File: src/sv/pfr_pkg.sv
`timescale 1ns / 1ps

package pfr_pkg;

    // Widths of the fixed-point words on the ports.
    localparam int DATA_W        = 32;
    localparam int LIMIT_W       = 31;
    localparam int FRAC_BITS_DEF = 16;

    // Shared multiplier: one bit of headroom over a data word on each operand.
    localparam int MUL_W  = DATA_W + 1;
    localparam int PROD_W = 2 * MUL_W;

    // Integral decay is a fixed Q0.16 factor, independent of the data format.
    localparam int DECAY_NUM   = 65529;
    localparam int DECAY_SHIFT = 16;

    // Small-error test: 400 * |error| < |target| means |error| < 0.0025 * |target|.
    localparam int SMALL_ERR_MUL = 400;

    // Configuration register indexes.
    localparam int CFG_IDX_W = 3;
    localparam logic [CFG_IDX_W-1:0] REG_TARGET = 3'd0;
    localparam logic [CFG_IDX_W-1:0] REG_GAIN_P = 3'd1;
    localparam logic [CFG_IDX_W-1:0] REG_GAIN_I = 3'd2;
    localparam logic [CFG_IDX_W-1:0] REG_GAIN_D = 3'd3;
    localparam logic [CFG_IDX_W-1:0] REG_LIMIT  = 3'd4;

    typedef struct packed {
        logic signed [DATA_W-1:0] target_flow;
        logic signed [DATA_W-1:0] gain_p;
        logic signed [DATA_W-1:0] gain_i;
        logic signed [DATA_W-1:0] gain_d;
        logic [LIMIT_W-1:0]       integral_limit;
    } cfg_t;

    // Divider status as the sequencer sees it. The quotient is already
    // capped to 2^(DATA_W-1).
    typedef struct packed {
        logic              done;
        logic [DATA_W-1:0] quot;
    } div_res_t;

    // Magnitude of a signed data word; the most negative value maps to 2^(DATA_W-1).
    function automatic logic [DATA_W-1:0] mag_data(input logic [DATA_W-1:0] v);
        return v[DATA_W-1] ? (~v + DATA_W'(1)) : v;
    endfunction

endpackage

File: src/sv/pfr_mul.sv
`timescale 1ns / 1ps

module pfr_mul
    import pfr_pkg::*;
(
    input  logic                     aclk,
    input  logic signed [MUL_W-1:0]  op_a,
    input  logic signed [MUL_W-1:0]  op_b,
    output logic signed [PROD_W-1:0] prod
);

    logic signed [PROD_W-1:0] prod_reg;

    // The product is registered: it is ready in the cycle after the operands are presented.
    always_ff @(posedge aclk) begin
        prod_reg <= op_a * op_b;
    end

    assign prod = prod_reg;

endmodule

File: config.mk
export PLATFORM = sky130hd
export DESIGN_NAME = pfr_mul
export DESIGN_NICKNAME = d
export VERILOG_FILES = /design/src/sv/pfr_pkg.sv /design/src/sv/pfr_mul.sv
export SDC_FILE = /design/constraint.sdc
export NUM_CORES = 2
export LEC_CHECK = 0
export BUFFER_PORTS_ARGS = -buffer_cell sky130_fd_sc_hd__clkbuf_2
export CAP_MARGIN = 40
export CORE_ASPECT_RATIO = 0.6
export CORE_UTILIZATION = 65
export CTS_BUF_LIST = sky130_fd_sc_hd__clkbuf_4 sky130_fd_sc_hd__clkbuf_8
export CTS_CLUSTER_DIAMETER = 80
export DETAILED_ROUTE_END_ITERATION = 16
export GPL_TIMING_DRIVEN = 0
export HOLD_SLACK_MARGIN = 0.12
export PLACE_DENSITY = 0.83
export SLEW_MARGIN = 20
export SYNTH_ARGS = -nofsm -noshare
export SYNTH_HDL_FRONTEND = slang
export SYNTH_SLANG_ARGS = --single-unit
File: constraint.sdc
create_clock -name aclk -period 10.2 [get_ports aclk]
set_clock_uncertainty 0.2 [all_clocks]
set_input_delay 2.04 -clock aclk [delete_from_list [all_inputs] [get_ports aclk]]
set_output_delay 2.04 -clock aclk [all_outputs]
set_load 0.1 [all_outputs]
* After elaboration in Yosys (flattened, before gate mapping)
Index checks and enable logic that the tools add are counted.
Word-level totals: register bits 66, input port bits 67, output and inout bits 66, word-level logic and storage cells 2
Cells by class: multiply operators 1
Operators with widths (count):
- multiplier 33 x 33 -> 66 bit | 1

* Logic depth before layout (Yosys ltp)
word-level depth 1, gate-level depth with buffers 27, mapped depth without buffers 26

* Least setup slack after synthesis
OpenSTA, ideal clock, no wires.
path kind input to register, from input port op_a[32], to register prod_reg[62] (netlist: prod[62]), library setup time 0.079 ns, arrival time 9.197 ns, required time 9.921 ns, slack 0.724 ns, stages 23, buffers on the path 2, cell sequence clkbuf_1 > nand2_1 > inv_1 > fa_1 > fa_1 > fa_1 > fa_1 > fa_1 > fa_1 > fa_1 > inv_1 > fa_1 > inv_1 > ha_1 > clkbuf_1 > and3_1 > nand3_1 > nand2b_1 > a2111oi_4 > a211oi_4 > a21o_2 > a21o_1 > a211oi_2
On the way: word-level cells in the longest chain between the ends 1
Ends and longest elaborated chain:
- start, declared | RTL line pfr_mul.sv:7 | input logic signed [MUL_W-1:0] op_a,
- multiplier 33 x 33 -> 66 bit | RTL line pfr_mul.sv:16 | prod_reg <= op_a * op_b;
- end signal, assigned | RTL line pfr_mul.sv:16
- end, declared | RTL line pfr_mul.sv:12 | logic signed [PROD_W-1:0] prod_reg;
Every way passes these cells.

* Worst setup path in the final report
from input port op_a[32], to register prod_reg[58] (netlist: prod[58])
Same word-level chain as after synthesis.

==> metrics.md <==
| Metric | Value |
|---|---|
| Initial drt markers | `around 4700` |
| H-tree level count | `3` |
| Input/output buffers | `between 100 and 150` |
| Async SR Flop Fraction | `0` |
| Crit-path max FO | `10` |
| Cell taking the most area after synthesis | `fa_1` |
| IO Pins | `approximately 130` |
| Hold Path Class | `primary input to flip-flop` |
| GRT Total Usage | `0.527` |
| Antenna Nets Post-Route | `0` |
| Chip width | `about 330 um` |
| Hold Buf Count CTS | `0` |
| Multi-input gate area | `~34000 um^2` |
| Crit share post-route | `0.997` |
| Num CTS Buffers | `9` |
| CP Launch Type | `primary input` |
| WP data arrival | `10.38 ns` |
| Layout cells sized above 1 | `0.0742` |
| Top cell type's share of synthesized area | `0.563` |
| Worst-margin pin slew | `slightly above 1 ns` |
| First-pass GRT wire length | `~230000 um` |
| Non-Filler Instances | `~5400` |
| Final wirelength | `about 160000 um` |
| Number of flops mapped to enable cells by yosys | `0` |
| Via-to-Cell Ratio | `slightly above 6` |
| Critical path endpoint category | `flip-flop` |
| Fin nets | `about 6000` |
| Hold Slack | `around 1.7 ns` |
| Final Hold Fails | `0` |
| Register area share after synthesis | `0.0324` |
| Mapped Area | `a little over 40000 um^2` |
| GP Congestion | `about 1.2` |
| Mapped Cells | `approximately 4300` |
| Initial antenna violation count | `15` |
| Core area | `approximately 60000 um^2` |
| DP HPWL | `between 100000 and 150000 um` |
| Clk pin slew, worst setup/hold paths | `0.13 ns` |
| Number of global-route vias before repair | `33900` |
| Post-synth cell types | `80` |
| Hold Path End | `prod[0]` |
| Slew margin rel. | `0.311` |
| Clk sink count | `66` |
| Fmax | `98.3 MHz` |
| Max_cap viols | `0` |
| CTS Buffer Depth | `2` |
| Fill count | `~4600` |
| Synthesized area per cell | `around 9.4 um^2` |
| Largest net degree at the start of global routing | `27` |
| GRT overflow | `0` |
| Syn nets | `5767` |
| Main area contributors after synthesis | `fa_1 (56%), inv_1 (10%), and2_1 (8.6%), ha_1 (6.7%), nand2_1 (5.1%)` |
| DRC viols | `0` |
| CTS Root Buffer Type | `clkbuf_8` |
| Final critical-path required period | `between 10 and 15 ns` |
| Register area | `1320 um^2` |
| HP Start | `op_a[0]` |
| Placed insts | `~5300` |
| Hold path depth | `2` |
| Main synth FF type | `dfxtp_1` |
| Status | `finished, final reports clean` |
| First-pass iteration count of the detailed router | `8` |
| Syn-to-layout area delta | `7.14%` |
| Slew Viols, Final | `0` |
| Vias | `33000` |
| # setup viols final | `0` |
| Max reg flops | `66` |
| Die H | `196 um` |
| CP Class | `primary input to flip-flop` |
| Yosys warnings | `0` |
| Site Rows | `70` |
| Post-synthesis register bit count | `66` |
| Full die area | `63700 um^2` |
| TritonCTS clock tree | `yes` |
| Worst Path Required | `between 10 and 15 ns` |
| Starting Density | `0.663` |
| Wire length per cell | `slightly below 30 um` |
metrics by stage:
step | cell area (um^2) | utilization | setup TNS, ns | worst slack [ns]
2_1_floorplan | 40700 | - | 0 | 0.724
3_3_place_gp | 42400 | 0.691 | -19.64 | -1.50
3_5_place_dp | 42900 | 0.698 | -9.75 | -0.997
4_1_cts | 43100 | 0.702 | 0 | 0.0231
5_1_grt | 43600 | 0.710 | -0.0846 | -0.0695
6_report | 43600 | 0.711 | 0 | 0.0282
cell families (layout without fill, tap and decap cells):
logic type	Yosys count	in the layout	synth area share
xor+xnor	68	68	0.0146
flops	66	66	0.0324
compound gates	219	219	0.0407
other cells	0	15	0
buf+inv	1352	1581	0.125
simple gates	1271	1271	0.158
fa+ha+maj	1362	1362	0.629
layout by cell type, fill, tap and decap left out, drive strengths merged, types with 5 or more instances in the layout:
cell    Yosys  routed
nor2       68      68
nor2b       5       5
a211oi     11      11
and2      563     563
clkbuf    208     343
o21ai      33      33
diode       0      15
buf        13     101
xnor2      43      43
and4        5       5
a211o       6       6
o21bai     11      11
nand2     551     551
fa       1145    1145
dfxtp      66      66
and3        6       6
nand4      12      12
a21oi      61      61
ha        217     217
nand2b     12      12
a31oi       9       9
inv      1131    1132
o21a        6       6
o211ai      5       5
nor3        7       7
a21o       38      38
nand3      26      26
xor2       25      25
o31ai       7       7
worst max-delay path, stage by stage:
cell and delay, ns:
buf_2 0.31, clkbuf_2 0.31, buf_8 0.21, and2_2 0.25, fa_1 0.53, fa_1 0.59, fa_2 0.74, inv_1 0.17
fa_1 0.60, fa_1 0.45, fa_1 0.61, fa_1 0.45, fa_1 0.50, inv_1 0.04, ha_1 0.25, buf_2 0.21
and4_1 0.20, buf_2 0.17, nand3_1 0.16, nand2b_1 0.31, nor2_1 0.37, a211oi_4 0.14, a21oi_2 0.34, nor4b_2 0.10
a311oi_1 0.31
worst max path at each step:
stage,end,from,cells past startpoint,slack [ns]
final,prod[58],op_a[32],25,0.03
after CTS,prod[45],op_b[18],26,0.02
after global routing,prod[58],op_a[32],25,-0.07
after floorplan,prod[62],op_a[32],23,0.72
after detailed placement,prod[62],op_b[9],23,-1.0
after global placement,prod[64],op_a[32],22,-1.50
area by class of cell:
| type | count | share of cell area |
|---|---|---|
| Multi-Input combinational cell | 2920 | 0.787 |
| Inverter | 1131 | 0.0974 |
| Timing Repair Buffer | 217 | 0.0355 |
| Sequential cell | 66 | 0.0303 |
| Tap cell | 828 | 0.0237 |
| Buffer | 217 | 0.0205 |
| Clock buffer | 10 | 0.00315 |
| Clock inverter | 6 | 0.00166 |
| Antenna cell | 15 | 0.000860 |
cells in the mapped netlist, types with 4 or more instances:
| master | n |
|---|---|
| a211oi_1 | 7 |
| clkbuf_1 | 208 |
| dfxtp_1 | 66 |
| a21o_1 | 36 |
| nand3_1 | 25 |
| nor3_1 | 7 |
| ha_1 | 217 |
| fa_1 | 1145 |
| a211o_1 | 6 |
| nand2_1 | 551 |
| inv_1 | 1131 |
| nand4_1 | 11 |
| o211ai_1 | 4 |
| o21a_1 | 6 |
| o21bai_1 | 11 |
| a21oi_1 | 57 |
| buf_2 | 11 |
| o21ai_0 | 25 |
| a31oi_1 | 8 |
| nor2b_1 | 5 |
| nand2b_1 | 12 |
| xor2_1 | 25 |
| and4_1 | 5 |
| and2_1 | 562 |
| xnor2_1 | 43 |
| and3_1 | 5 |
| nor2_1 | 68 |
| o21ai_1 | 6 |
layer usage:
metal,part of all wire,GRT usage,vias to the layer above
li1,-,-,12800
met1,0.37,0.707,16500
met5,0.010,0.164,-
met3,0.24,0.433,547
met2,0.34,0.605,3171
met4,0.041,0.155,34
what timing repair did:
item                                    in CTS  in global routing
resized for setup                           13                 83
endpoints found under the setup margin      10                 17
buffers inserted                             1                 18
pin swaps                                    0                  3
Power is not shown: default switching activity piles up to over one toggle a cycle in this logic, so the estimate is an artifact.
