## config.mk

```make
export PLATFORM = sky130hd
export DESIGN_NAME = pfr_cfg
export DESIGN_NICKNAME = d
export VERILOG_FILES = /design/src/sv/pfr_pkg.sv /design/src/sv/pfr_cfg.sv
export SDC_FILE = /design/constraint.sdc
export NUM_CORES = 1
export LEC_CHECK = 0
export BUFFER_PORTS_ARGS = -buffer_cell sky130_fd_sc_hd__buf_4
export CAP_MARGIN = 40
export CORE_ASPECT_RATIO = 1.4
export CORE_UTILIZATION = 45
export DETAILED_ROUTE_END_ITERATION = 12
export GPL_ROUTABILITY_DRIVEN = 0
export PLACE_DENSITY = 0.75
export SYNTH_ARGS = -nofsm -noshare
export SYNTH_HDL_FRONTEND = slang
export SYNTH_SLANG_ARGS = --single-unit
```

## constraint.sdc

```tcl
create_clock -name aclk -period 1 [get_ports aclk]
set_input_delay 0.2 -clock aclk [delete_from_list [all_inputs] [get_ports aclk]]
set_output_delay 0.2 -clock aclk [all_outputs]
set_load 0.005 [all_outputs]
```

## src/sv/pfr_pkg.sv

```systemverilog
`timescale 1ns / 1ps

package pfr_pkg;

    // Widths of the fixed-point words on the ports.
    localparam int DATA_W        = 32;
    localparam int LIMIT_W       = 31;
    localparam int FRAC_BITS_DEF = 16;

    // Shared multiplier: one bit of headroom over a data word on each operand.
    localparam int MUL_W  = DATA_W + 1;
    localparam int PROD_W = 2 * MUL_W;

    // Integral decay is a fixed Q0.16 factor, independent of the data format.
    localparam int DECAY_NUM   = 65529;
    localparam int DECAY_SHIFT = 16;

    // Small-error test: 400 * |error| < |target| means |error| < 0.0025 * |target|.
    localparam int SMALL_ERR_MUL = 400;

    // Configuration register indexes.
    localparam int CFG_IDX_W = 3;
    localparam logic [CFG_IDX_W-1:0] REG_TARGET = 3'd0;
    localparam logic [CFG_IDX_W-1:0] REG_GAIN_P = 3'd1;
    localparam logic [CFG_IDX_W-1:0] REG_GAIN_I = 3'd2;
    localparam logic [CFG_IDX_W-1:0] REG_GAIN_D = 3'd3;
    localparam logic [CFG_IDX_W-1:0] REG_LIMIT  = 3'd4;

    typedef struct packed {
        logic signed [DATA_W-1:0] target_flow;
        logic signed [DATA_W-1:0] gain_p;
        logic signed [DATA_W-1:0] gain_i;
        logic signed [DATA_W-1:0] gain_d;
        logic [LIMIT_W-1:0]       integral_limit;
    } cfg_t;

    // Divider status as the sequencer sees it. The quotient is already
    // capped to 2^(DATA_W-1).
    typedef struct packed {
        logic              done;
        logic [DATA_W-1:0] quot;
    } div_res_t;

    // Magnitude of a signed data word; the most negative value maps to 2^(DATA_W-1).
    function automatic logic [DATA_W-1:0] mag_data(input logic [DATA_W-1:0] v);
        return v[DATA_W-1] ? (~v + DATA_W'(1)) : v;
    endfunction

endpackage

```

## src/sv/pfr_cfg.sv

```systemverilog
`timescale 1ns / 1ps

module pfr_cfg
    import pfr_pkg::*;
(
    input  logic                 aclk,
    input  logic                 aresetn,
    input  logic                 cfg_valid,
    output logic                 cfg_ready,
    input  logic [CFG_IDX_W-1:0] cfg_index,
    input  logic [DATA_W-1:0]    cfg_data,
    output cfg_t                 cfg
);

    cfg_t cfg_reg;

    assign cfg_ready = aresetn;
    assign cfg     = cfg_reg;

    // Indexes past the last register are dropped.
    always_ff @(posedge aclk) begin
        if (!aresetn) begin
            cfg_reg.target_flow    <= '0;
            cfg_reg.gain_p         <= '0;
            cfg_reg.gain_i         <= '0;
            cfg_reg.gain_d         <= '0;
            cfg_reg.integral_limit <= '1;
        end else if (cfg_valid) begin
            unique case (cfg_index)
                REG_TARGET: cfg_reg.target_flow    <= cfg_data;
                REG_GAIN_P: cfg_reg.gain_p         <= cfg_data;
                REG_GAIN_I: cfg_reg.gain_i         <= cfg_data;
                REG_GAIN_D: cfg_reg.gain_d         <= cfg_data;
                REG_LIMIT:  cfg_reg.integral_limit <= cfg_data[LIMIT_W-1:0];
                default: begin
                end
            endcase
        end
    end

endmodule

```

# ---- Word-level counts from Yosys, hierarchy flattened
# Index checks and enable logic that the tools add are counted.
# Widths: inputs -> output; s select.
dict set report totals {
  regBits 159
  latchBits 0
  mem_bits_rw 0
  romBits 0
  inputBits 38
  out_inout_bits 160
  word_cells 15
  n_memories 0
}
dict set report op_classes {
  n_addsub 0
  multipliers 0
  div 0
  n_lt_le_gt_ge 0
  n_eq_ne 4
  shift 0
  mux 0
  bitwise 0
  reduce_logical 6
}
# operator n
set op_table {}
lappend op_table {{$reduce_and 2->1} 5}
lappend op_table {{$eq 3x2->1 const B} 2}
lappend op_table {{$eq 3x1->1 const B} 1}
lappend op_table {{$eq 3x3->1 const B} 1}
lappend op_table {{$logic_not 3->1} 1}

# ---- Logic depth before layout (Yosys ltp)
dict set report depth {
  word_depth 2
  depth_mapped 4
  mapped_depth_nobuf 2
}

# ---- Worst setup path before layout
# No wires, ideal clock.
dict set report synth_timing {
  path_type {input port to flip-flop}
  from {input cfg_index[0]}
  to {register cfg_reg (netlist bit cfg[127])}
  setup_time_ns 0.072
  t_arrival_ns 1.017
  required_ns 0.928
  setup_slack_ns -0.088
  cell_stages 3
  path_buffers 1
  cell_sequence {nor4b_4 > buf_6 > mux2i_1}
}
dict set report synth_via {
  elab_chain_cells 2
}
# element line_no
set synth_lines {}
lappend synth_lines {{start: declaration} pfr_cfg.sv:10} ;# input logic [CFG_IDX_W-1:0] cfg_index,
lappend synth_lines {{$logic_not 3->1} pfr_cfg.sv:29} ;# unique case (cfg_index)
lappend synth_lines {{$reduce_and 2->1 (no line)} n/a}
lappend synth_lines {{end: declaration} pfr_cfg.sv:15} ;# cfg_t cfg_reg;
# No other way between the ends.
# A chain may end at the register's enable or synchronous reset.

# ---- Final worst setup path
dict set report layout_timing {
  from {register cfg_reg (netlist bit cfg[138])}
  to {output cfg[138] (netlist name)}
}
# element line_no
set layout_lines {}
lappend layout_lines {{end: declaration} pfr_cfg.sv:12} ;# output cfg_t cfg
# No word-level cell between the ends.

==> impl_summary.log <==
INFO  metric worst_hold_slack = 59.93 ps
INFO  metric worst-setup-path-type = reg -> out
INFO  metric worstPathRequired = 800 ps
INFO  metric drt_first_iter_violations = 188
INFO  metric number_of_nets_in_the_layout = 850
INFO  metric place_area = 0.007873 mm2
INFO  metric family_with_the_most_delay_on_the_worst_path = flip-flops
INFO  metric port_buffers = 197
INFO  metric min_delay_path_depth = 3
INFO  metric clock_tree.htree_level_count = 4
INFO  metric yosys_register_bits = 159
INFO  metric post-place-ws = -371.3 ps
INFO  metric postRouteAntennaNets = 0
INFO  metric floorplan.io_pins = 198
INFO  metric r2r_cells = 4
INFO  metric areaGrowthSynthToFinish = 56.09%
INFO  metric diodes_inserted = 0
INFO  metric relSlewSlack = 77.87%
INFO  metric synth.yosys.seq_area_share = 52.32%
INFO  metric worst_r2r_startpoint = cfg[46]
INFO  metric syn_inst = 588
INFO  metric floorplan.die.height = 139.6 um
INFO  metric timing.final.setup_violations = 159
INFO  metric summed_instance_area_of_the_synthesized_netlist = 0.006083 mm2
INFO  metric tritoncts_buffer_count = 17
INFO  metric floorplan.initialDensity = 46.80%
INFO  metric xor_xnor_share_of_the_synthesized_area = 0%
INFO  metric violations_in_the_final_reports = setup timing
INFO  metric leading_cell_types_in_the_layout_fill_and_taps_excluded = 160 x sky130_fd_sc_hd__nand2_1, 159 x sky130_fd_sc_hd__mux2i_1, 159 x sky130_fd_sc_hd__dfxtp_2, 159 x sky130_fd_sc_hd__buf_6, 77 x sky130_fd_sc_hd__buf_4
INFO  metric cts_buffer_depth = 2
INFO  metric largest_reg_flops = 159
INFO  metric max_clock_freq = 0.9428 GHz
INFO  metric synth_compound_area_share = 0%
INFO  metric cts_tree = done
INFO  metric firstDrtPassIters = 4
INFO  metric layout-drive-gt1-share = 53.28%
INFO  metric synth_simple_gate_area_share = 17.32%
INFO  metric placementRows = 49
INFO  metric dp_hpwl = 11320 um
INFO  metric synth-warning-count = 0
INFO  metric synthDistinctLibCells = 13
INFO  metric critical_path.cell_chain = buf_6
INFO  metric fin_skew = 0 ps
INFO  metric global_route.usage.total = 24.85%
INFO  metric mappedNetlistNets = 626
INFO  metric final_max_slew_viol_count = 0
INFO  metric critPathMaxStageDelay = 360 ps
INFO  metric grt-ovfl-total = 0
INFO  metric totalWireLength = 17320 um
INFO  metric grt_start_max_net_pins = 56
INFO  metric timing.critical_path.buf_inv = 1
INFO  metric die_width = 100.3 um
INFO  metric tritoncts_num_sinks = 159
INFO  metric clk_pin_slew = 60 ps
INFO  metric grt_first_pass_wirelength = 26830 um
INFO  metric dominant_combinational_cell_family_by_area_after_synthesis = multiplexers
INFO  metric regToRegSetupSlack = 160 ps
INFO  metric fraction_of_the_mapped_netlist_area_in_adder_cells = 0%
INFO  metric status = complete, but fails checks
INFO  metric layout.cell_area.non_filler = 0.009495 mm2
INFO  metric critical_path_arrival = 860 ps
INFO  metric post_synth_mux_area_share = 26.16%
INFO  metric antenna_violations_before_repair = 0
INFO  metric design.die.area = 0.01399 mm2
INFO  metric post_synth.cell_area_avg = 10.35 um2
INFO  metric design.core.area = 0.01300 mm2
INFO  metric critPathSlowestCell = sky130_fd_sc_hd__dfxtp_2
INFO  metric worst-path-max-fanout = 2
INFO  metric finalCritPeriodShare = 106.1%
INFO  metric timing.setup.tns = -6508 ps
INFO  metric worst_r2r_endpoint = cfg[46]
INFO  metric clock_latency_on_the_worst_skew_pair = 400 ps
INFO  metric ir_drop = 1.077 mV
INFO  metric design_power_total = 14.19 mW
INFO  metric end_kind = output pin
INFO  metric vias_after_detailed_routing = 4954
INFO  metric routed_via_density = 4.944
INFO  metric slew_at_the_pin_with_the_worst_max_slew_slack = 332.0 ps
INFO  metric cellPowerDensity = 1494 mW/mm2
INFO  metric detail_route.wl_per_cell = 17.29 um
INFO  metric grt_pass1_vias = 5203
INFO  metric timing.final.hold_violations = 0
INFO  metric cellLeakagePower = 4.426 nW
INFO  metric cp_startpoint = cfg[138]
INFO  metric grt_setup_unrepaired = yes
INFO  metric post-route-drc-count = 0
INFO  metric worst_hold_startpoint = cfg_data[1]
INFO  metric max-cap-violations = 0
INFO  metric min_path_type = in -> reg
INFO  metric setup_slack = -60.71 ps
INFO  metric element_type_at_the_critical_path_start = register
INFO  metric cell_at_the_root_of_the_clock_tree = sky130_fd_sc_hd__clkbuf_16
INFO  metric final_common_cell = sky130_fd_sc_hd__nand2_1
INFO  metric min_delay_worst_endpoint = cfg[1]
INFO  metric period_needed = 1061 ps
-- routing by layer --
| layer | GRT usage [%] | up-vias | part of all wire [%] |
|---|---|---|---|
| met2 | 43.66 | 178 | 52 |
| met5 | 0 | - | 0 |
| met3 | 8.137 | 38 | 6.5 |
| met4 | 10.60 | 0 | 3.0 |
| li1 | - | 2380 | - |
| met1 | 26.95 | 2358 | 38 |
-- per-stage QoR --
| step | util (%) | cells |
|---|---|---|
| floorplan | - | 588 |
| global route | 73.06 | 1002 |
| detailed placement | 60.57 | 941 |
| global placement | 60.57 | 941 |
| CTS | 72.17 | 989 |
| finish | 73.06 | 1002 |
-- logic make-up (layout without fill, tap and decap cells) --
logic type             Yosys count  after routing
DFF                            159            159
buffers and inverters           43            279
and+or+nand+nor                227            227
muxes                          159            159
-- synth_stat cells --
| library cell | number | area share (%) |
|---|---|---|
| sky130_fd_sc_hd__nand2_1 | 160 | 9.9 |
| sky130_fd_sc_hd__dfxtp_1 | 159 | 52 |
| sky130_fd_sc_hd__mux2i_1 | 159 | 26 |
| sky130_fd_sc_hd__nor2b_1 | 62 | 6.4 |
| sky130_fd_sc_hd__clkbuf_1 | 16 | 0.99 |
| sky130_fd_sc_hd__buf_4 | 10 | 1.2 |
| sky130_fd_sc_hd__buf_2 | 9 | 0.74 |
| sky130_fd_sc_hd__buf_6 | 6 | 1.1 |
| sky130_fd_sc_hd__buf_1 | 2 | 0.12 |
| sky130_fd_sc_hd__nand4bb_1 | 2 | 0.37 |
| sky130_fd_sc_hd__nand4b_1 | 1 | 0.14 |
| sky130_fd_sc_hd__nor4b_4 | 1 | 0.39 |
| sky130_fd_sc_hd__nor4bb_1 | 1 | 0.16 |
-- area by class of cell --
class / instances / area [um2]
well taps: 178 / 222.7
repair buffers: 248 / 2614
flip-flops and latches: 159 / 3382
clock buffers: 23 / 478.0
multi-input cells: 386 / 2693
clock inverters: 8 / 106.4
fillers: 897 / 3502
-- report_power, final --
| part | switching (mW) | internal [mW] | total (mW) |
|---|---|---|---|
| logic | 0.546 | 0.661 | 1.21 |
| clock network | 2.49 | 3.88 | 6.37 |
| registers | 0.110 | 6.50 | 6.61 |
-- worst max path at each step --
stage,endpoint,slack [ps],cells past startpoint
floorplan,cfg[127],-90,3
global placement,cfg[137],-300,4
detailed placement,cfg[136],-370,4
CTS,cfg[0],-80,1
global route,cfg[138],-90,1
finish,cfg[138],-60,1
-- repair_timing --
item	CTS	global route
gates resized for setup	318	0
endpoints found under the setup margin	159	160
hold buffers	0	0
setup buffers	17	12
gates cloned	0	1
No activity file was read; power rests on OpenSTA's default activity.
