`config.mk`:
```
export PLATFORM = sky130hd
export DESIGN_NAME = pfr_div
export DESIGN_NICKNAME = d
export VERILOG_FILES = /design/src/sv/pfr_pkg.sv /design/src/sv/pfr_div.sv
export SDC_FILE = /design/constraint.sdc
export NUM_CORES = 1
export LEC_CHECK = 0
export BUFFER_PORTS_ARGS = -buffer_cell sky130_fd_sc_hd__buf_4
export CORE_MARGIN = 4
export CORE_UTILIZATION = 57
export DETAILED_ROUTE_END_ITERATION = 8
export GPL_ROUTABILITY_DRIVEN = 0
export PLACE_DENSITY = 0.79
export SYNTH_ARGS = -nofsm -noshare
export SYNTH_HDL_FRONTEND = slang
export SYNTH_SLANG_ARGS = --single-unit
```
`constraint.sdc`:
```
create_clock -name aclk -period 7 [get_ports aclk]
set_clock_uncertainty 0.2 [all_clocks]
set_input_delay 1.4 -clock aclk [delete_from_list [all_inputs] [get_ports aclk]]
set_output_delay 1.4 -clock aclk [all_outputs]
set_load 0.01 [all_outputs]
```
`src/sv/pfr_pkg.sv`:
```
`timescale 1ns / 1ps

package pfr_pkg;

    // Widths of the fixed-point words on the ports.
    localparam int DATA_W        = 32;
    localparam int LIMIT_W       = 31;
    localparam int FRAC_BITS_DEF = 16;

    // Shared multiplier: one bit of headroom over a data word on each operand.
    localparam int MUL_W  = DATA_W + 1;
    localparam int PROD_W = 2 * MUL_W;

    // Integral decay is a fixed Q0.16 factor, independent of the data format.
    localparam int DECAY_NUM   = 65529;
    localparam int DECAY_SHIFT = 16;

    // Small-error test: 400 * |error| < |target| means |error| < 0.0025 * |target|.
    localparam int SMALL_ERR_MUL = 400;

    // Configuration register indexes.
    localparam int CFG_IDX_W = 3;
    localparam logic [CFG_IDX_W-1:0] REG_TARGET = 3'd0;
    localparam logic [CFG_IDX_W-1:0] REG_GAIN_P = 3'd1;
    localparam logic [CFG_IDX_W-1:0] REG_GAIN_I = 3'd2;
    localparam logic [CFG_IDX_W-1:0] REG_GAIN_D = 3'd3;
    localparam logic [CFG_IDX_W-1:0] REG_LIMIT  = 3'd4;

    typedef struct packed {
        logic signed [DATA_W-1:0] target_flow;
        logic signed [DATA_W-1:0] gain_p;
        logic signed [DATA_W-1:0] gain_i;
        logic signed [DATA_W-1:0] gain_d;
        logic [LIMIT_W-1:0]       integral_limit;
    } cfg_t;

    // Divider status as the sequencer sees it. The quotient is already
    // capped to 2^(DATA_W-1).
    typedef struct packed {
        logic              done;
        logic [DATA_W-1:0] quot;
    } div_res_t;

    // Magnitude of a signed data word; the most negative value maps to 2^(DATA_W-1).
    function automatic logic [DATA_W-1:0] mag_data(input logic [DATA_W-1:0] v);
        return v[DATA_W-1] ? (~v + DATA_W'(1)) : v;
    endfunction

endpackage

```
`src/sv/pfr_div.sv`:
```
`timescale 1ns / 1ps

module pfr_div
    import pfr_pkg::*;
#(
    parameter int FRAC_BITS = FRAC_BITS_DEF
) (
    input  logic              aclk,
    input  logic              aresetn,
    input  logic              start,
    input  logic [DATA_W:0]   dividend,
    input  logic [DATA_W-1:0] divisor,
    output div_res_t          res
);

    // The dividend is scaled by 2^FRAC_BITS so the quotient comes out in the
    // data format. One quotient bit is produced per cycle.
    localparam int NUM_W = DATA_W + 1 + FRAC_BITS;
    localparam int CNT_W = $clog2(NUM_W + 1);
    localparam logic [DATA_W:0] QUOT_CAP = (DATA_W + 1)'(1) << (DATA_W - 1);

    logic [NUM_W-1:0]  num_reg;
    logic [DATA_W-1:0] rem_reg;
    logic [DATA_W-1:0] div_reg;
    logic [DATA_W:0]   q_reg;
    logic              sticky_reg;
    logic [CNT_W-1:0]  cnt_reg;
    logic              busy_reg;
    logic              done_reg;

    logic [DATA_W:0]   trial;
    logic              fits;
    logic [DATA_W:0]   diff;
    logic              cap;

    assign trial = {rem_reg, num_reg[NUM_W-1]};
    assign fits  = trial >= {1'b0, div_reg};
    assign diff  = trial - {1'b0, div_reg};

    always_ff @(posedge aclk) begin
        if (!aresetn) begin
            busy_reg <= 1'b0;
            done_reg <= 1'b0;
            cnt_reg  <= '0;
        end else if (start) begin
            busy_reg <= 1'b1;
            done_reg <= 1'b0;
            cnt_reg  <= CNT_W'(NUM_W);
        end else if (busy_reg) begin
            cnt_reg <= cnt_reg - CNT_W'(1);
            if (cnt_reg == CNT_W'(1)) begin
                busy_reg <= 1'b0;
                done_reg <= 1'b1;
            end
        end
    end

    always_ff @(posedge aclk) begin
        if (start) begin
            num_reg    <= {dividend, FRAC_BITS'(0)};
            div_reg    <= divisor;
            rem_reg    <= '0;
            q_reg      <= '0;
            sticky_reg <= 1'b0;
        end else if (busy_reg) begin
            num_reg    <= num_reg << 1;
            rem_reg    <= fits ? diff[DATA_W-1:0] : trial[DATA_W-1:0];
            q_reg      <= {q_reg[DATA_W-1:0], fits};
            sticky_reg <= sticky_reg | q_reg[DATA_W];
        end
    end

    // Any quotient above 2^(DATA_W-1) is pinned there.
    assign cap      = sticky_reg || (q_reg > QUOT_CAP);
    assign res.done = done_reg;
    assign res.quot = cap ? QUOT_CAP[DATA_W-1:0] : q_reg[DATA_W-1:0];

endmodule

```
Word-level counts from Yosys, hierarchy flattened. Cells that the tools add are included.

Register bits: 139. Output and inout bits: 33. Bits of input ports: 68. Word-level logic and storage cells: 29.

Order comparisons: 2. Equal/unequal tests: 1. Mux-type cells: 9. Add/sub/neg operators: 2. Reductions and logical operators: 4. Bitwise logic cells: 2.

Operators with widths (count): $mux 49 (2); $mux 32 (2); $ge 33x32->1 (1); $gt 33x32->1 const B (1); $sub 32x32->32 (1); $mux 6 (2); $eq 6x1->1 const B (1); $sub 6x1->6 const B (1); $mux 1 (3); $reduce_and 2->1 (1); $reduce_bool 2->1 (1); $reduce_or 2->1 (1); $logic_or 1x1->1 (1); $not 1->1 (1); $or 1x1->1 (1).

Longest topological paths before layout. Gate-level depths: netlist of the first run.

Depth after elaboration: 4. Mapped depth: 14. Depth with buffers taken out: 12.

Worst setup path before layout of the first run. Ideal clock, no wire load.

Path kind: register to output. Start point: register q_reg[8]. End point: output res[10] (netlist bit). Arrival time: 1.507 ns. Setup slack: 3.893 ns. Cell stages (with the launch flop): 7. Required time: 5.400 ns. Buffers on the path: 1. Cell sequence: dfxtp_1 nor4_1 nand4_1 o21a_1 nor3_1 clkbuf_1 and2_1.

RTL lines: start, declared (line pfr_div.sv:25) `logic [DATA_W:0] q_reg;`; start signal, assigned (line pfr_div.sv:68) `q_reg <= {q_reg[DATA_W-1:0], fits};`; end, declared (line pfr_div.sv:13) `output div_res_t res`.

==> flow_metrics.env, run 1 <==
export IMPL_run_status="completed"
export IMPL_clk_latency_ns=0.43
export IMPL_viasPerCell=5.74
export IMPL_drc=0
export IMPL_fin_setup_tns_ns=0
export IMPL_cts_sinks=139
export IMPL_core_area_um2=12800
export IMPL_dieWidth_um=123
export IMPL_area_growth_pct=18.8
export IMPL_setup_ws_ns=2.90
export IMPL_grt_first_pass_wirelength_um=26300
export IMPL_vias=5750
export IMPL_fp_row_count=41
export IMPL_multi_input_area_um2=3730
export IMPL_fillers=983
export IMPL_synth_ff_latch_count=139
export IMPL_placed_area_um2=8320
export IMPL_rsz0062_at_grt="false"
export IMPL_seqCellArea_um2=3440
export IMPL_yosysTopAreaCell="edfxtp_1"
export IMPL_max_cap_violations=0
export IMPL_post_cts_resized=0
export IMPL_drive_above_1_share_pct=21.3
export IMPL_antenna_found_initial=0
export IMPL_synth_cells=735
export IMPL_required_ns=5.40
export IMPL_worstPathArrival_ns=2.50
export IMPL_numCtsBuffers=17
export IMPL_cts_root_buffer="clkbuf_16"
export IMPL_min_path_type="register to register"
export IMPL_synth_avg_cell_area_um2=10.2
export IMPL_clockBufferDepth=2
export IMPL_cp_start_kind="register"
export IMPL_place_ws_ns=3.05
export IMPL_grt_overflow=0
export IMPL_synth_area_um2=7510
export IMPL_ant_nets=0
export IMPL_synth_edf_count=65
export IMPL_routed_wl_um=16100
export IMPL_dieArea_um2=15100
export IMPL_path_clk_slew_ns=0.06
export IMPL_fin_crit_sh_pct=58.6
export IMPL_hold_end="done_reg"
export IMPL_setup_viol=0
export IMPL_synth_top_cell_area_share_pct=26.0
export IMPL_synth_area_leaders="edfxtp_1 26%, dfxtp_1 20%, mux2i_1 7.1%"
export IMPL_port_buffers=100
export IMPL_fin_crit_ns=4.10
export IMPL_relSlewSlack_pct=38.5
export IMPL_cts_setup_buffers=0
export IMPL_whs_path_depth=2
export IMPL_grt_pass1_vias=5739
export IMPL_ys_types=66
export IMPL_drt_first_pass_iters=5
export IMPL_routedWlPerCell_um=16.1
export IMPL_peakVddDrop_v=0.000186
export IMPL_drt_iter0_drc=281
export IMPL_cp_max_fo=20
export IMPL_dp_hpwl_um=11000
export IMPL_n_antenna_cell=0
export IMPL_slew_violations=0
export IMPL_synthFlopType="dfxtp_1"
export IMPL_ioPinCount=101
export IMPL_cts_tree="done"
export IMPL_rr_endpoint="rem_reg[30]"
export IMPL_postCtsHoldBufs=0
export IMPL_worstHoldStart="done_reg"
export IMPL_post_route_cell_area_um2=8920
export IMPL_final_core_util_pct=69.9
export IMPL_htree_levels=4
export IMPL_hold_viol=0
export IMPL_pwr_density_cell_nw_per_um2=257
export IMPL_p_leak_nw=3.80
export IMPL_layout_common_cells="102 x buf_4, 89 x nor2_1, 73 x dfxtp_1, 65 x edfxtp_1, 53 x mux2i_1"
export IMPL_critPathKind="register to output pin"
export IMPL_async_reset_ff_share_pct=0
export IMPL_rr_startpoint="div_reg[20]"
export IMPL_worst_slew_pin_slew_ns=0.922
export IMPL_reg2reg_depth=9
export IMPL_final_common_cell="buf_4"
export IMPL_grt_usage_pct=21.9
export IMPL_finalNetCount=920
export IMPL_critPathCaptureType="output pin"
export IMPL_die_h_um=123
export IMPL_grt_max_degree=77
export IMPL_start_util_pct=58.8
export IMPL_ys_warn_count=0
export IMPL_rrSetupSlack_ns=3.20
export IMPL_ys_seq_area_share_pct=45.7
export IMPL_fmax_ghz=0.244
export IMPL_syn_num_nets=838
-- worst max-delay path, stage by stage (launching register included) --
cell and delay [ns]:
dfxtp_1 0.33, nor4_1 0.37, nand4_1 0.17, o21a_1 0.23, nor3_2 0.45, buf_6 0.24, and2_1 0.16, buf_4 0.12
-- area by class of cell --
| class | instances | share of cell area, % |
|---|---|---|
| multi-input combinational | 511 | 41.8 |
| sequential | 139 | 38.5 |
| timing repair buffer | 103 | 8.71 |
| clock buffer | 19 | 4.85 |
| tap | 172 | 2.41 |
| inverter | 45 | 1.89 |
| clock inverter | 13 | 1.85 |
-- worst max-delay path by stage --
stage,slack (ns),end,startpoint,cells past startpoint
6_report,2.90,res[25],q_reg[3],7
5_1_grt,2.71,res[11],q_reg[3],7
4_1_cts,2.61,res[5],q_reg[3],6
3_5_place_dp,3.05,res[5],q_reg[3],6
3_3_place_gp,3.26,res[3],q_reg[3],6
2_1_floorplan,3.89,res[10],q_reg[8],6
-- per-layer routing --
metal / part of all wire [%] / GRT usage, % / vias to the layer above
li1: - / - / 2825
met4: 1.5 / 7.42 / 0
met1: 44 / 26.0 / 2754
met3: 5.5 / 6.91 / 29
met2: 49 / 37.4 / 142
met5: 0 / 0 / -
-- per-stage QoR --
stage / instances / hold WS (ns) / power [mW]
after CTS: 1001 / 0.291 / 2.30
after global placement: 969 / 0.274 / 1.38
after global routing: 1002 / 0.327 / 2.39
final: 1002 / 0.282 / 2.29
after floorplan: 735 / 0.242 / 1.29
after detailed placement: 969 / 0.268 / 1.39
-- Yosys cell counts (all sizes together), types with 4 or more instances --
master and number:
a21oi 29, ha 34, a31oi 5, a21boi 4, nand3 12, mux2i 53
xor2 9, nand2 23, nor2 89, mux2 32, a311oi 4, a211oi 28
xnor2 22, o21ai 14, inv 45, nor2b 4, nor4 8, and2 35
a41oi 4, nand4 13, nor3 9, a21o 17, clkbuf 34, edfxtp 65
o31ai 4, nand2b 8, buf 6, o21a 8, dfxtp 74
-- cell families (layout without fill, tap and decap cells) --
logic type,after synthesis,in the layout,share of synthesized area (%)
xor+xnor,31,31,3.61
fa+ha+maj,35,35,5.93
buf+inv,85,180,4.80
mux,85,85,11.9
simple gates,217,217,14.2
flops,139,139,45.7
compound gates,143,143,13.9
-- where the power goes --
group	internal [mW]	total, mW	leakage, nW	switching, mW
registers	0.916	0.953	1.25	0.0370
logic	0.195	0.433	2.27	0.237
clock network	0.561	0.907	0.278	0.345
No activity file was read; power rests on OpenSTA's default activity.
==> run 2: changes to the inputs <==
--- a/config.mk
+++ b/config.mk
@@ -5,12 +5,13 @@
 export SDC_FILE = /design/constraint.sdc
 export NUM_CORES = 1
 export LEC_CHECK = 0
+export ABC_AREA = 1
 export BUFFER_PORTS_ARGS = -buffer_cell sky130_fd_sc_hd__buf_4
 export CORE_MARGIN = 4
 export CORE_UTILIZATION = 57
 export DETAILED_ROUTE_END_ITERATION = 8
 export GPL_ROUTABILITY_DRIVEN = 0
-export PLACE_DENSITY = 0.79
+export PLACE_DENSITY = 0.78
 export SYNTH_ARGS = -nofsm -noshare
 export SYNTH_HDL_FRONTEND = slang
 export SYNTH_SLANG_ARGS = --single-unit
==> constraint.sdc (replaced) <==
create_clock -name aclk -period 4.1 [get_ports aclk]
set_clock_uncertainty 0.2 [all_clocks]
set_input_delay 0.82 -clock aclk [delete_from_list [all_inputs] [get_ports aclk]]
set_output_delay 0.82 -clock aclk [all_outputs]
set_load 0.01 [all_outputs]
==> flow_metrics.env, run 2 <==
export IMPL_run_status="completed"
export IMPL_critPathCaptureType="output pin"
export IMPL_synth_avg_cell_area_um2=7.22
export IMPL_clockBufferDepth=2
export IMPL_start_util_pct=59.0
export IMPL_fin_setup_tns_ns=0
export IMPL_final_common_cell="nand2_1"
export IMPL_worstHoldStart="rem_reg[31]"
export IMPL_dp_hpwl_um=14400
export IMPL_synthTopCellsByCount="377 x nand2_1, 192 x inv_1, 102 x nor2_1"
export IMPL_grt_pass1_vias=7279
export IMPL_worstPathArrival_ns=2.12
export IMPL_power_switching_mw=0.826
export IMPL_ys_seq_area_share_pct=41.5
export IMPL_async_reset_ff_share_pct=0
export IMPL_final_core_util_pct=69.0
export IMPL_drt_first_pass_iters=5
export IMPL_syn_num_nets=1249
export IMPL_min_path_type="register to register"
export IMPL_cts_setup_buffers=0
export IMPL_yosysTopAreaCell="edfxtp_1"
export IMPL_fin_crit_ns=3.14
export IMPL_rr_startpoint="busy_reg"
export IMPL_synth_cells=1146
export IMPL_relSlewSlack_pct=34.9
export IMPL_htree_levels=4
export IMPL_antenna_found_initial=0
export IMPL_fp_row_count=43
export IMPL_die_h_um=129
export IMPL_synthFlopType="dfxtp_1"
export IMPL_routed_wl_um=19700
export IMPL_layout_common_cells="377 x nand2_1, 192 x inv_1, 106 x buf_4, 102 x nor2_1, 73 x dfxtp_1"
export IMPL_grt_usage_pct=24.6
export IMPL_dieArea_um2=16500
export IMPL_cts_tree="done"
export IMPL_pwr_density_cell_nw_per_um2=353
export IMPL_cts_sinks=139
export IMPL_postCtsHoldBufs=0
export IMPL_synth_ff_latch_count=139
export IMPL_cp_max_fo=31
export IMPL_slew_violations=0
export IMPL_required_ns=3.08
export IMPL_synth_area_leaders="edfxtp_1 24%, dfxtp_1 18%, nand2_1 17%"
export IMPL_viasPerCell=5.33
export IMPL_place_ws_ns=0.908
export IMPL_worst_slew_pin_slew_ns=0.972
export IMPL_vias=7611
export IMPL_ys_warn_count=0
export IMPL_ant_nets=0
export IMPL_drt_iter0_drc=569
export IMPL_synth_most_common_cell="nand2_1"
export IMPL_critPathKind="register to output pin"
export IMPL_pwr_share_seq_pct=45.3
export IMPL_numCtsBuffers=17
export IMPL_ioPinCount=101
export IMPL_grt_overflow=0
export IMPL_cts_root_buffer="clkbuf_16"
export IMPL_setup_ws_ns=0.962
export IMPL_synth_area_um2=8280
export IMPL_peakVddDrop_v=0.000274
export IMPL_post_cts_resized=0
export IMPL_p_clk_share_pct=44.5
export IMPL_drive_above_1_share_pct=14.9
export IMPL_combPwrFrac_pct=10.1
export IMPL_dieWidth_um=129
export IMPL_grt_first_pass_wirelength_um=33100
export IMPL_ys_types=45
export IMPL_core_area_um2=14000
export IMPL_p_int_mw=2.60
export IMPL_n_antenna_cell=0
export IMPL_fillers=1206
export IMPL_cp_start_kind="register"
export IMPL_hold_viol=0
export IMPL_path_clk_slew_ns=0.06
export IMPL_worstSetupStartpoint="q_reg[12]"
export IMPL_fmax_ghz=0.319
export IMPL_max_cap_violations=0
export IMPL_p_sw_share_pct=24.1
export IMPL_rsz0062_at_grt="false"
export IMPL_drc=0
export IMPL_finalNetCount=1338
export IMPL_area_growth_pct=17.0
export IMPL_port_buffers=100
export IMPL_fin_crit_sh_pct=76.5
export IMPL_synth_top_cell_area_share_pct=23.6
export IMPL_p_leak_nw=5.00
export IMPL_synth_edf_count=65
export IMPL_grt_max_degree=67
export IMPL_clk_latency_ns=0.42
export IMPL_setup_viol=0
export IMPL_routedWlPerCell_um=13.8
## run 2: cell types whose count changed after synthesis, moves of 25 or more
cell and change:
inv_1 +147, and2_1 -34, mux2i_1 -53, nand2_1 +354, nand3_1 +46, mux2_2 -32, a211oi_1 -25, o22ai_1 +32
## run 2: kinds of logic (layout without fill, tap and decap cells)
| group | Yosys count | after routing | share of synthesized area (%) |
|---|---|---|---|
| flops | 139 | 139 | 41.5 |
| buf+inv | 236 | 338 | 11.5 |
| fa+ha+maj | 35 | 35 | 5.38 |
| compound gates | 99 | 99 | 7.19 |
| simple gates | 627 | 627 | 33.3 |
| xor+xnor | 10 | 10 | 1.06 |
## run 2: area by class of cell
class                           count  area [µm²]  share of cell area (%)
Clock buffer                       25         518                    5.35
Clock inverter                      7        76.3                   0.788
Inverter                          200         751                    7.75
Multi-Input combinational cell    771        3890                    40.1
Sequential cell                   139        3430                    35.4
Tap cell                          180         225                    2.32
Timing Repair Buffer              106         796                    8.21
## run 2: layer usage
metal  wire [µm]  vias to the layer above  track usage (%)
met4         393                        0             9.70
met3        1190                       32             4.61
met2        9260                      242             39.5
met5           0                        -                0
met1        8880                     3509             33.2
li1            -                     3828                -
## run 2: metrics by stage
stage / area [µm²] / instances / power, mW / hold slack [ns]
detailed placement: 9090 / 1396 / 1.92 / 0.274
CTS: 9690 / 1428 / 3.44 / 0.286
global placement: 9090 / 1396 / 1.92 / 0.244
finish: 9690 / 1428 / 3.42 / 0.277
global route: 9690 / 1428 / 3.55 / 0.304
floorplan: 8280 / 1146 / 1.80 / 0.238
## run 2: worst max-delay path, stage by stage, from the launching register on
cell	delay, ns
dfxtp_1	0.32
nor4_1	0.36
nand4_1	0.15
o21ai_0	0.22
nand3_1	0.11
buf_4	0.24
nor2_1	0.15
buf_4	0.14
## run 2: final timing paths
check,end,slack (ns),cells after the start
min reg2reg,rem_reg[31],0.28,2
max reg2reg,q_reg[3],1.14,4
min,rem_reg[31],0.28,2
max,res[0],0.96,7
## run 2: power groups by stage
stage          clock [mW]  sequential [mW]  combinational (mW)
2_1_floorplan           0             1.58               0.228
3_3_place_gp            0             1.58               0.338
3_5_place_dp            0             1.58               0.344
4_1_cts              1.54             1.55               0.345
5_1_grt              1.60             1.56               0.388
6_report             1.52             1.55               0.347
